**src/rtl/ic8259_pkg.sv**
```systemverilog
// Package for the 8259-subset interrupt controller: operation codes, command bits and helpers.
package ic8259_pkg;

    // Item operation codes
    typedef enum logic [1:0] {
        OP_PORT_READ  = 2'd0,
        OP_PORT_WRITE = 2'd1,
        OP_RAISE_IRQ  = 2'd2,
        OP_INT_ACK    = 2'd3
    } op_t;

    // Port select codes
    localparam logic PORT_CMD  = 1'b0;
    localparam logic PORT_DATA = 1'b1;

    // Command port bit positions and masks
    localparam int unsigned CMD_ICW1_BIT   = 4;
    localparam int unsigned CMD_EOI_BIT    = 5;
    localparam int unsigned CMD_RIS_BIT    = 1;
    localparam logic [7:0]  OCW3_SEL_MASK  = 8'h98;
    localparam logic [7:0]  OCW3_SEL_VALUE = 8'h08;

    // ICW1 bit that means "single mode", which skips ICW3
    localparam int unsigned ICW1_SNGL_BIT = 1;

    // Init sequence steps
    localparam logic [2:0] STEP_ICW1      = 3'd1;
    localparam logic [2:0] STEP_ICW2      = 3'd2;
    localparam logic [2:0] STEP_ICW3      = 3'd3;
    localparam logic [2:0] STEP_ICW4      = 3'd4;
    localparam logic [2:0] STEP_DONE      = 3'd5;

    // Vector that marks a keyboard event
    localparam logic [7:0] KEY_VECTOR = 8'd9;

    // Packed widths of the stream payloads
    localparam int unsigned S_TDATA_W = 16;
    localparam int unsigned M_TDATA_W = 24;

    // Lowest-set-bit search result
    typedef struct packed {
        logic       found;
        logic [2:0] idx;
    } lsb_t;

    // Finds the lowest set bit of a byte.
    function automatic lsb_t lowest_bit(input logic [7:0] v);
        lsb_t r;
        r.found = 1'b0;
        r.idx   = 3'd0;
        for (int i = 7; i >= 0; i--) begin
            if (v[i]) begin
                r.found = 1'b1;
                r.idx   = 3'(i);
            end
        end
        return r;
    endfunction

endpackage

```
**src/rtl/interrupt_controller_8259_subset_unit.sv**
```systemverilog
// Top level of the 8259-subset interrupt controller: input register, update logic, result register.
//
//  Channel  | Direction | Payload (low bit first)
//  ---------+-----------+---------------------------------------------------------------
//  s_       | in        | op[1:0], port_sel, write_data[7:0], irq_line[2:0], makeup_pending
//  m_       | out       | read_data[7:0], vector[7:0], pending, clear_makeup, key_handled
//
// An item is held in the input register and is then loaded into the result register;
// one item is taken every cycle while m_tready does not hold the result register.
// The controller registers are updated at the same edge the result is loaded, so the
// following item always sees them. Reset is synchronous and active low. When the result
// register is held by m_tready low, the input register holds too and s_tready drops
// once it is full.
module interrupt_controller_8259_subset_unit (
    input  logic                               aclk,
    input  logic                               aresetn,
    input  logic                               s_tvalid,
    output logic                               s_tready,
    // op[1:0], port_sel[2], write_data[10:3], irq_line[13:11], makeup_pending[14]
    input  logic [ic8259_pkg::S_TDATA_W-1:0]   s_tdata,
    output logic                               m_tvalid,
    input  logic                               m_tready,
    // read_data[7:0], vector[15:8], pending[16], clear_makeup[17], key_handled[18]
    output logic [ic8259_pkg::M_TDATA_W-1:0]   m_tdata
);

    // Input stage
    logic       in_valid_reg;
    logic [1:0] in_op_reg;
    logic       in_port_reg;
    logic [7:0] in_data_reg;
    logic [2:0] in_line_reg;
    logic       in_owed_reg;

    // Controller state
    logic [7:0] irr_reg, irr_next;
    logic [7:0] isr_reg, isr_next;
    logic [7:0] imr_reg, imr_next;
    logic [2:0] step_reg, step_next;
    logic [7:0] icw1_reg, icw1_next;
    logic [7:0] icw2_reg, icw2_next;
    logic       ris_reg, ris_next;

    // Result stage
    logic       out_valid_reg;
    logic [7:0] rd_reg, rd_next;
    logic [7:0] vec_reg, vec_next;
    logic       pend_reg, pend_next;
    logic       clr_reg, clr_next;
    logic       key_reg, key_next;

    logic                  advance;
    logic [2:0]            step_eff;
    logic [7:0]            ack_req;
    ic8259_pkg::lsb_t      isr_low;
    ic8259_pkg::lsb_t      ack_low;

    // The result register frees up when it is empty or being taken.
    assign advance  = !out_valid_reg || m_tready;
    assign s_tready = !in_valid_reg || advance;

    // Input register
    always_ff @(posedge aclk) begin
        if (!aresetn) begin
            in_valid_reg <= 1'b0;
        end else if (s_tready) begin
            in_valid_reg <= s_tvalid;
        end
    end

    always_ff @(posedge aclk) begin
        if (s_tready && s_tvalid) begin
            in_op_reg   <= s_tdata[1:0];
            in_port_reg <= s_tdata[2];
            in_data_reg <= s_tdata[10:3];
            in_line_reg <= s_tdata[13:11];
            in_owed_reg <= s_tdata[14];
        end
    end

    // Priority searches over in-service and unmasked requests.
    assign ack_req = irr_reg & ~imr_reg;
    assign isr_low = ic8259_pkg::lowest_bit(isr_reg);
    assign ack_low = ic8259_pkg::lowest_bit(ack_req);

    // In single mode the ICW3 step is skipped.
    assign step_eff = (step_reg == ic8259_pkg::STEP_ICW3 && icw1_reg[ic8259_pkg::ICW1_SNGL_BIT])
                      ? ic8259_pkg::STEP_ICW4 : step_reg;

    // Item update logic
    always_comb begin
        irr_next  = irr_reg;
        isr_next  = isr_reg;
        imr_next  = imr_reg;
        step_next = step_reg;
        icw1_next = icw1_reg;
        icw2_next = icw2_reg;
        ris_next  = ris_reg;
        rd_next   = 8'd0;
        vec_next  = 8'd0;
        clr_next  = 1'b0;
        key_next  = 1'b0;

        case (ic8259_pkg::op_t'(in_op_reg))
            ic8259_pkg::OP_PORT_READ: begin
                if (in_port_reg == ic8259_pkg::PORT_CMD) begin
                    rd_next = ris_reg ? isr_reg : irr_reg;
                end else begin
                    rd_next = imr_reg;
                end
            end
            ic8259_pkg::OP_PORT_WRITE: begin
                if (in_port_reg == ic8259_pkg::PORT_CMD) begin
                    if (in_data_reg[ic8259_pkg::CMD_ICW1_BIT]) begin
                        // ICW1 starts the init sequence and clears the mask.
                        imr_next  = 8'd0;
                        icw1_next = in_data_reg;
                        step_next = ic8259_pkg::STEP_ICW2;
                    end else begin
                        // OCW3 read-ISR select is sticky.
                        if ((in_data_reg & ic8259_pkg::OCW3_SEL_MASK) ==
                                ic8259_pkg::OCW3_SEL_VALUE &&
                                in_data_reg[ic8259_pkg::CMD_RIS_BIT]) begin
                            ris_next = 1'b1;
                        end
                        // Non-specific EOI clears the highest-priority in-service bit.
                        if (in_data_reg[ic8259_pkg::CMD_EOI_BIT] && isr_low.found) begin
                            isr_next[isr_low.idx] = 1'b0;
                            if (isr_low.idx == 3'd0 && in_owed_reg) begin
                                irr_next[0] = 1'b1;
                                clr_next    = 1'b1;
                            end
                        end
                    end
                end else begin
                    // Data port: init words until the sequence ends, then the mask.
                    if (step_eff < ic8259_pkg::STEP_DONE) begin
                        if (step_eff == ic8259_pkg::STEP_ICW1) begin
                            icw1_next = in_data_reg;
                        end
                        if (step_eff == ic8259_pkg::STEP_ICW2) begin
                            icw2_next = in_data_reg;
                        end
                        step_next = step_eff + 3'd1;
                    end else begin
                        step_next = step_eff;
                        imr_next  = in_data_reg;
                    end
                end
            end
            ic8259_pkg::OP_RAISE_IRQ: begin
                irr_next[in_line_reg] = 1'b1;
            end
            ic8259_pkg::OP_INT_ACK: begin
                if (ack_low.found) begin
                    irr_next[ack_low.idx] = 1'b0;
                    isr_next[ack_low.idx] = 1'b1;
                    vec_next = icw2_reg + {5'd0, ack_low.idx};
                    key_next = (vec_next == ic8259_pkg::KEY_VECTOR);
                end
            end
            default: begin
                rd_next = 8'd0;
            end
        endcase

        pend_next = |(irr_next & ~imr_next);
    end

    // State and result registers
    always_ff @(posedge aclk) begin
        if (!aresetn) begin
            out_valid_reg <= 1'b0;
            irr_reg       <= 8'd0;
            isr_reg       <= 8'd0;
            imr_reg       <= 8'd0;
            step_reg      <= 3'd0;
            icw1_reg      <= 8'd0;
            icw2_reg      <= 8'd0;
            ris_reg       <= 1'b0;
        end else if (advance) begin
            out_valid_reg <= in_valid_reg;
            if (in_valid_reg) begin
                irr_reg  <= irr_next;
                isr_reg  <= isr_next;
                imr_reg  <= imr_next;
                step_reg <= step_next;
                icw1_reg <= icw1_next;
                icw2_reg <= icw2_next;
                ris_reg  <= ris_next;
            end
        end
    end

    always_ff @(posedge aclk) begin
        if (advance && in_valid_reg) begin
            rd_reg   <= rd_next;
            vec_reg  <= vec_next;
            pend_reg <= pend_next;
            clr_reg  <= clr_next;
            key_reg  <= key_next;
        end
    end

    // Result channel
    assign m_tvalid = out_valid_reg;
    assign m_tdata  = {5'd0, key_reg, clr_reg, pend_reg, vec_reg, rd_reg};

endmodule
```
**config.mk**
```make
export PLATFORM = sky130hd
export DESIGN_NAME = interrupt_controller_8259_subset_unit
export DESIGN_NICKNAME = d
export VERILOG_FILES = /design/src/rtl/ic8259_pkg.sv /design/src/rtl/interrupt_controller_8259_subset_unit.sv
export SDC_FILE = /design/constraint.sdc
export NUM_CORES = 1
export LEC_CHECK = 0
export BUFFER_PORTS_ARGS = -buffer_cell sky130_fd_sc_hd__buf_2
export CAP_MARGIN = 20
export CORE_ASPECT_RATIO = 2
export CORE_UTILIZATION = 60
export CTS_BUF_LIST = sky130_fd_sc_hd__clkbuf_8
export DETAILED_ROUTE_END_ITERATION = 6
export GPL_TIMING_DRIVEN = 0
export PLACE_DENSITY_LB_ADDON = 0.25
export SYNTH_ARGS = -nofsm -noshare
export SYNTH_HDL_FRONTEND = slang
export SYNTH_SLANG_ARGS = --single-unit
```
**constraint.sdc**
```tcl
create_clock -name aclk -period 3.8 [get_ports aclk]
set_input_delay 0.19 -clock aclk [delete_from_list [all_inputs] [get_ports aclk]]
set_output_delay 0.19 -clock aclk [all_outputs]
set_load 0.02 [all_outputs]
```
==> metrics.txt <==
antenna violations before repair 0; worst path arrival time around 3600 ps; worst vdd ir 0.4110 mV; via count between 3000 and 4000; switching part of the total 25.35%; DP HPWL 7.612 mm; number of max-cap violations 0; Skew-Pair Late Insertion Delay 360 ps; via density per instance 5.903; RSZ-0062 raised after global routing false; Pleak 1.688 nW; clk slew on worst S/H paths 80 ps; most common cell in the netlist nor2_1; clk sink count 73; mapped cell area just under 4000 sq um; share of power burned in registers 53.4%; Setup crit start kind flop; Initial Utilization 62.97%; Int Pwr 0.001202 W; core area just over 6000 sq um; gr usage total between 30% and 40%; vias in the first global route 3295; EDFF count, synth 34; P_sw about 0.00041 W; Final Wtd Congestion 0.9880; I/O pin count 46; Final Max Tran Viols 0; Synth cell types 63; global-route wire length before repair 16.11 mm; Worst-Margin Slew 806.4 ps; share of cells above drive strength 1 between 15 and 20%; fin worst setup slack about 380 ps; Post-Syn Area per Cell 9.636 sq um; most common library cells after synthesis nor2_1, dfxtp_1, edfxtp_1, nor2b_1, nand2_1; Yosys reg bits 73; Min Hold Slack 85.99 ps; Clock power frac 38.3%; CTS H-tree depth 3; area leader, netlist edfxtp_1; yosys warns 0; Total Power 0.001610 W; Tightest Hold Check Type in -> reg; WP data required 4020 ps; Post-DRT Antenna Nets 0; Synth Instances 399; outcome finished, final reports clean; Layout area overhead 17.57%; Yosys top cell area share about a quarter; Die Span Y 115.2 um; DP Cell Count 526; period utilization around nine tenths; fin cells 557; Synth Flop Type dfxtp_1; routed wire length per instance around 18 um; setup TNS 0 ps; slew margin rel. ~46%; DR DRC count 0; pre-CTS WS ~280 ps; Worst Setup End Kind flop; drt initial violations around 200; max frequency 292.4 MHz; die footprint around 6800 sq um; CTS root buf clkbuf_8; worst-case clock buffer depth 2; final hold violation count 0; Diodes inserted 0; Port Buffers 38; # rows 40; Initial DRT Pass Iterations 5; gr ovfl total 0; Crit Path Category reg -> reg; async set-reset flop share out of synthesis 0%; WL final 10.29 mm; CTS tree yes; worst clock skew around 9 ps; number of nets in the layout about 500; largest net degree at the start of global routing 20; Die X about 60 um; dominant cells by area after synthesis edfxtp_1, dfxtp_1, mux2i_1; sequential fraction of the synthesis area between 40% and 50%; Gate power share 8.3%; Power Density ~360 nW/um^2; critical path peak fanout 5; fin crit period 3420 ps; cts bufs inserted 9; endpoints failing setup 0
-- cells in the final DEF, fill, tap and decap left out, types with 15 or more instances in the layout --
master and instances:
nor2_1 40, buf_2 39, dfxtp_1 39, edfxtp_1 34
nor2b_1 28, nand2_1 26, a21oi_1 21, mux2i_1 18
o21ai_0 15, dlygate4sd3_1 15
-- path summary, 6_finish.rpt --
kind         slack, ps                     from  depth (start not counted)                         to
max                380  imr_reg[4]$_SDFFE_PN0P_                         14      key_reg$_SDFFCE_PN0P_
min                 90                 s_tvalid                          3  in_valid_reg$_SDFFE_PN0N_
min reg2reg        550  isr_reg[6]$_SDFFE_PN0P_                          2    isr_reg[6]$_SDFFE_PN0P_
max reg2reg        380  imr_reg[4]$_SDFFE_PN0P_                         14      key_reg$_SDFFCE_PN0P_
-- power by group through the flow --
stage	clock (W)	sequential [W]	combinational [W]
final	0.000617	0.000860	0.000133
after global routing	0.000657	0.000861	0.000142
after CTS	0.000623	0.000859	0.000131
after detailed placement	0	0.000877	0.000118
after global placement	0	0.000876	0.000115
after floorplan	0	0.000879	0.0000706
-- through the flow --
stage | area, sq um | util [%]
floorplan | 3860 | -
finish | 4521 | 74.04
global route | 4521 | 74.04
CTS | 4521 | 74.04
detailed placement | 4170 | 68.30
global placement | 4155 | 68.05
-- layout make-up --
type / count / area (sq um)
clock buffer: 9 / 123.9
sequential: 73 / 1802
timing repair buffer: 54 / 355.3
inverter: 14 / 52.55
fill: 469 / 1585
buffer: 24 / 137.6
tap: 84 / 105.1
multi-input combinational: 292 / 1868
clock inverter: 7 / 76.32
-- repair_timing --
action | in CTS | in global routing
hold buffers | 15 | 0
resized for setup | 0 | 1
setup buffers | 0 | 0
hold endpoints to repair | 15 | 0
setup endpoints to repair | 0 | 1
-- critical path, stage by stage, from the launching register on --
cell and delay, ps:
dfxtp_1 430, nand2b_1 230, nand3b_1 170, a21oi_1 380, o21ai_1 270, inv_1 120, ha_1 180, inv_1 60
fa_1 400, nor2b_1 170, o21ai_0 110, xor2_1 190, nand4_1 90, or4_1 390, nor2_1 90
-- kinds of logic after synthesis --
group,share of synthesized area [%]
xor+xnor,1.367
compound gates,15.72
simple gates,23.59
flops,46.86
other cells,0.09753
fa+ha+maj,2.733
buf+inv,4.946
mux,4.686
-- per-layer routing --
metal | track usage, % | share of wire, % | vias to the layer above
met1 | 33.65 | 34 | 1525
met5 | 0 | 0 | -
met3 | 7.762 | 6.3 | 43
met4 | 22.22 | 5.5 | 0
li1 | - | - | 1575
met2 | 58.01 | 54 | 145
Power figures use the tool's default switching activity.
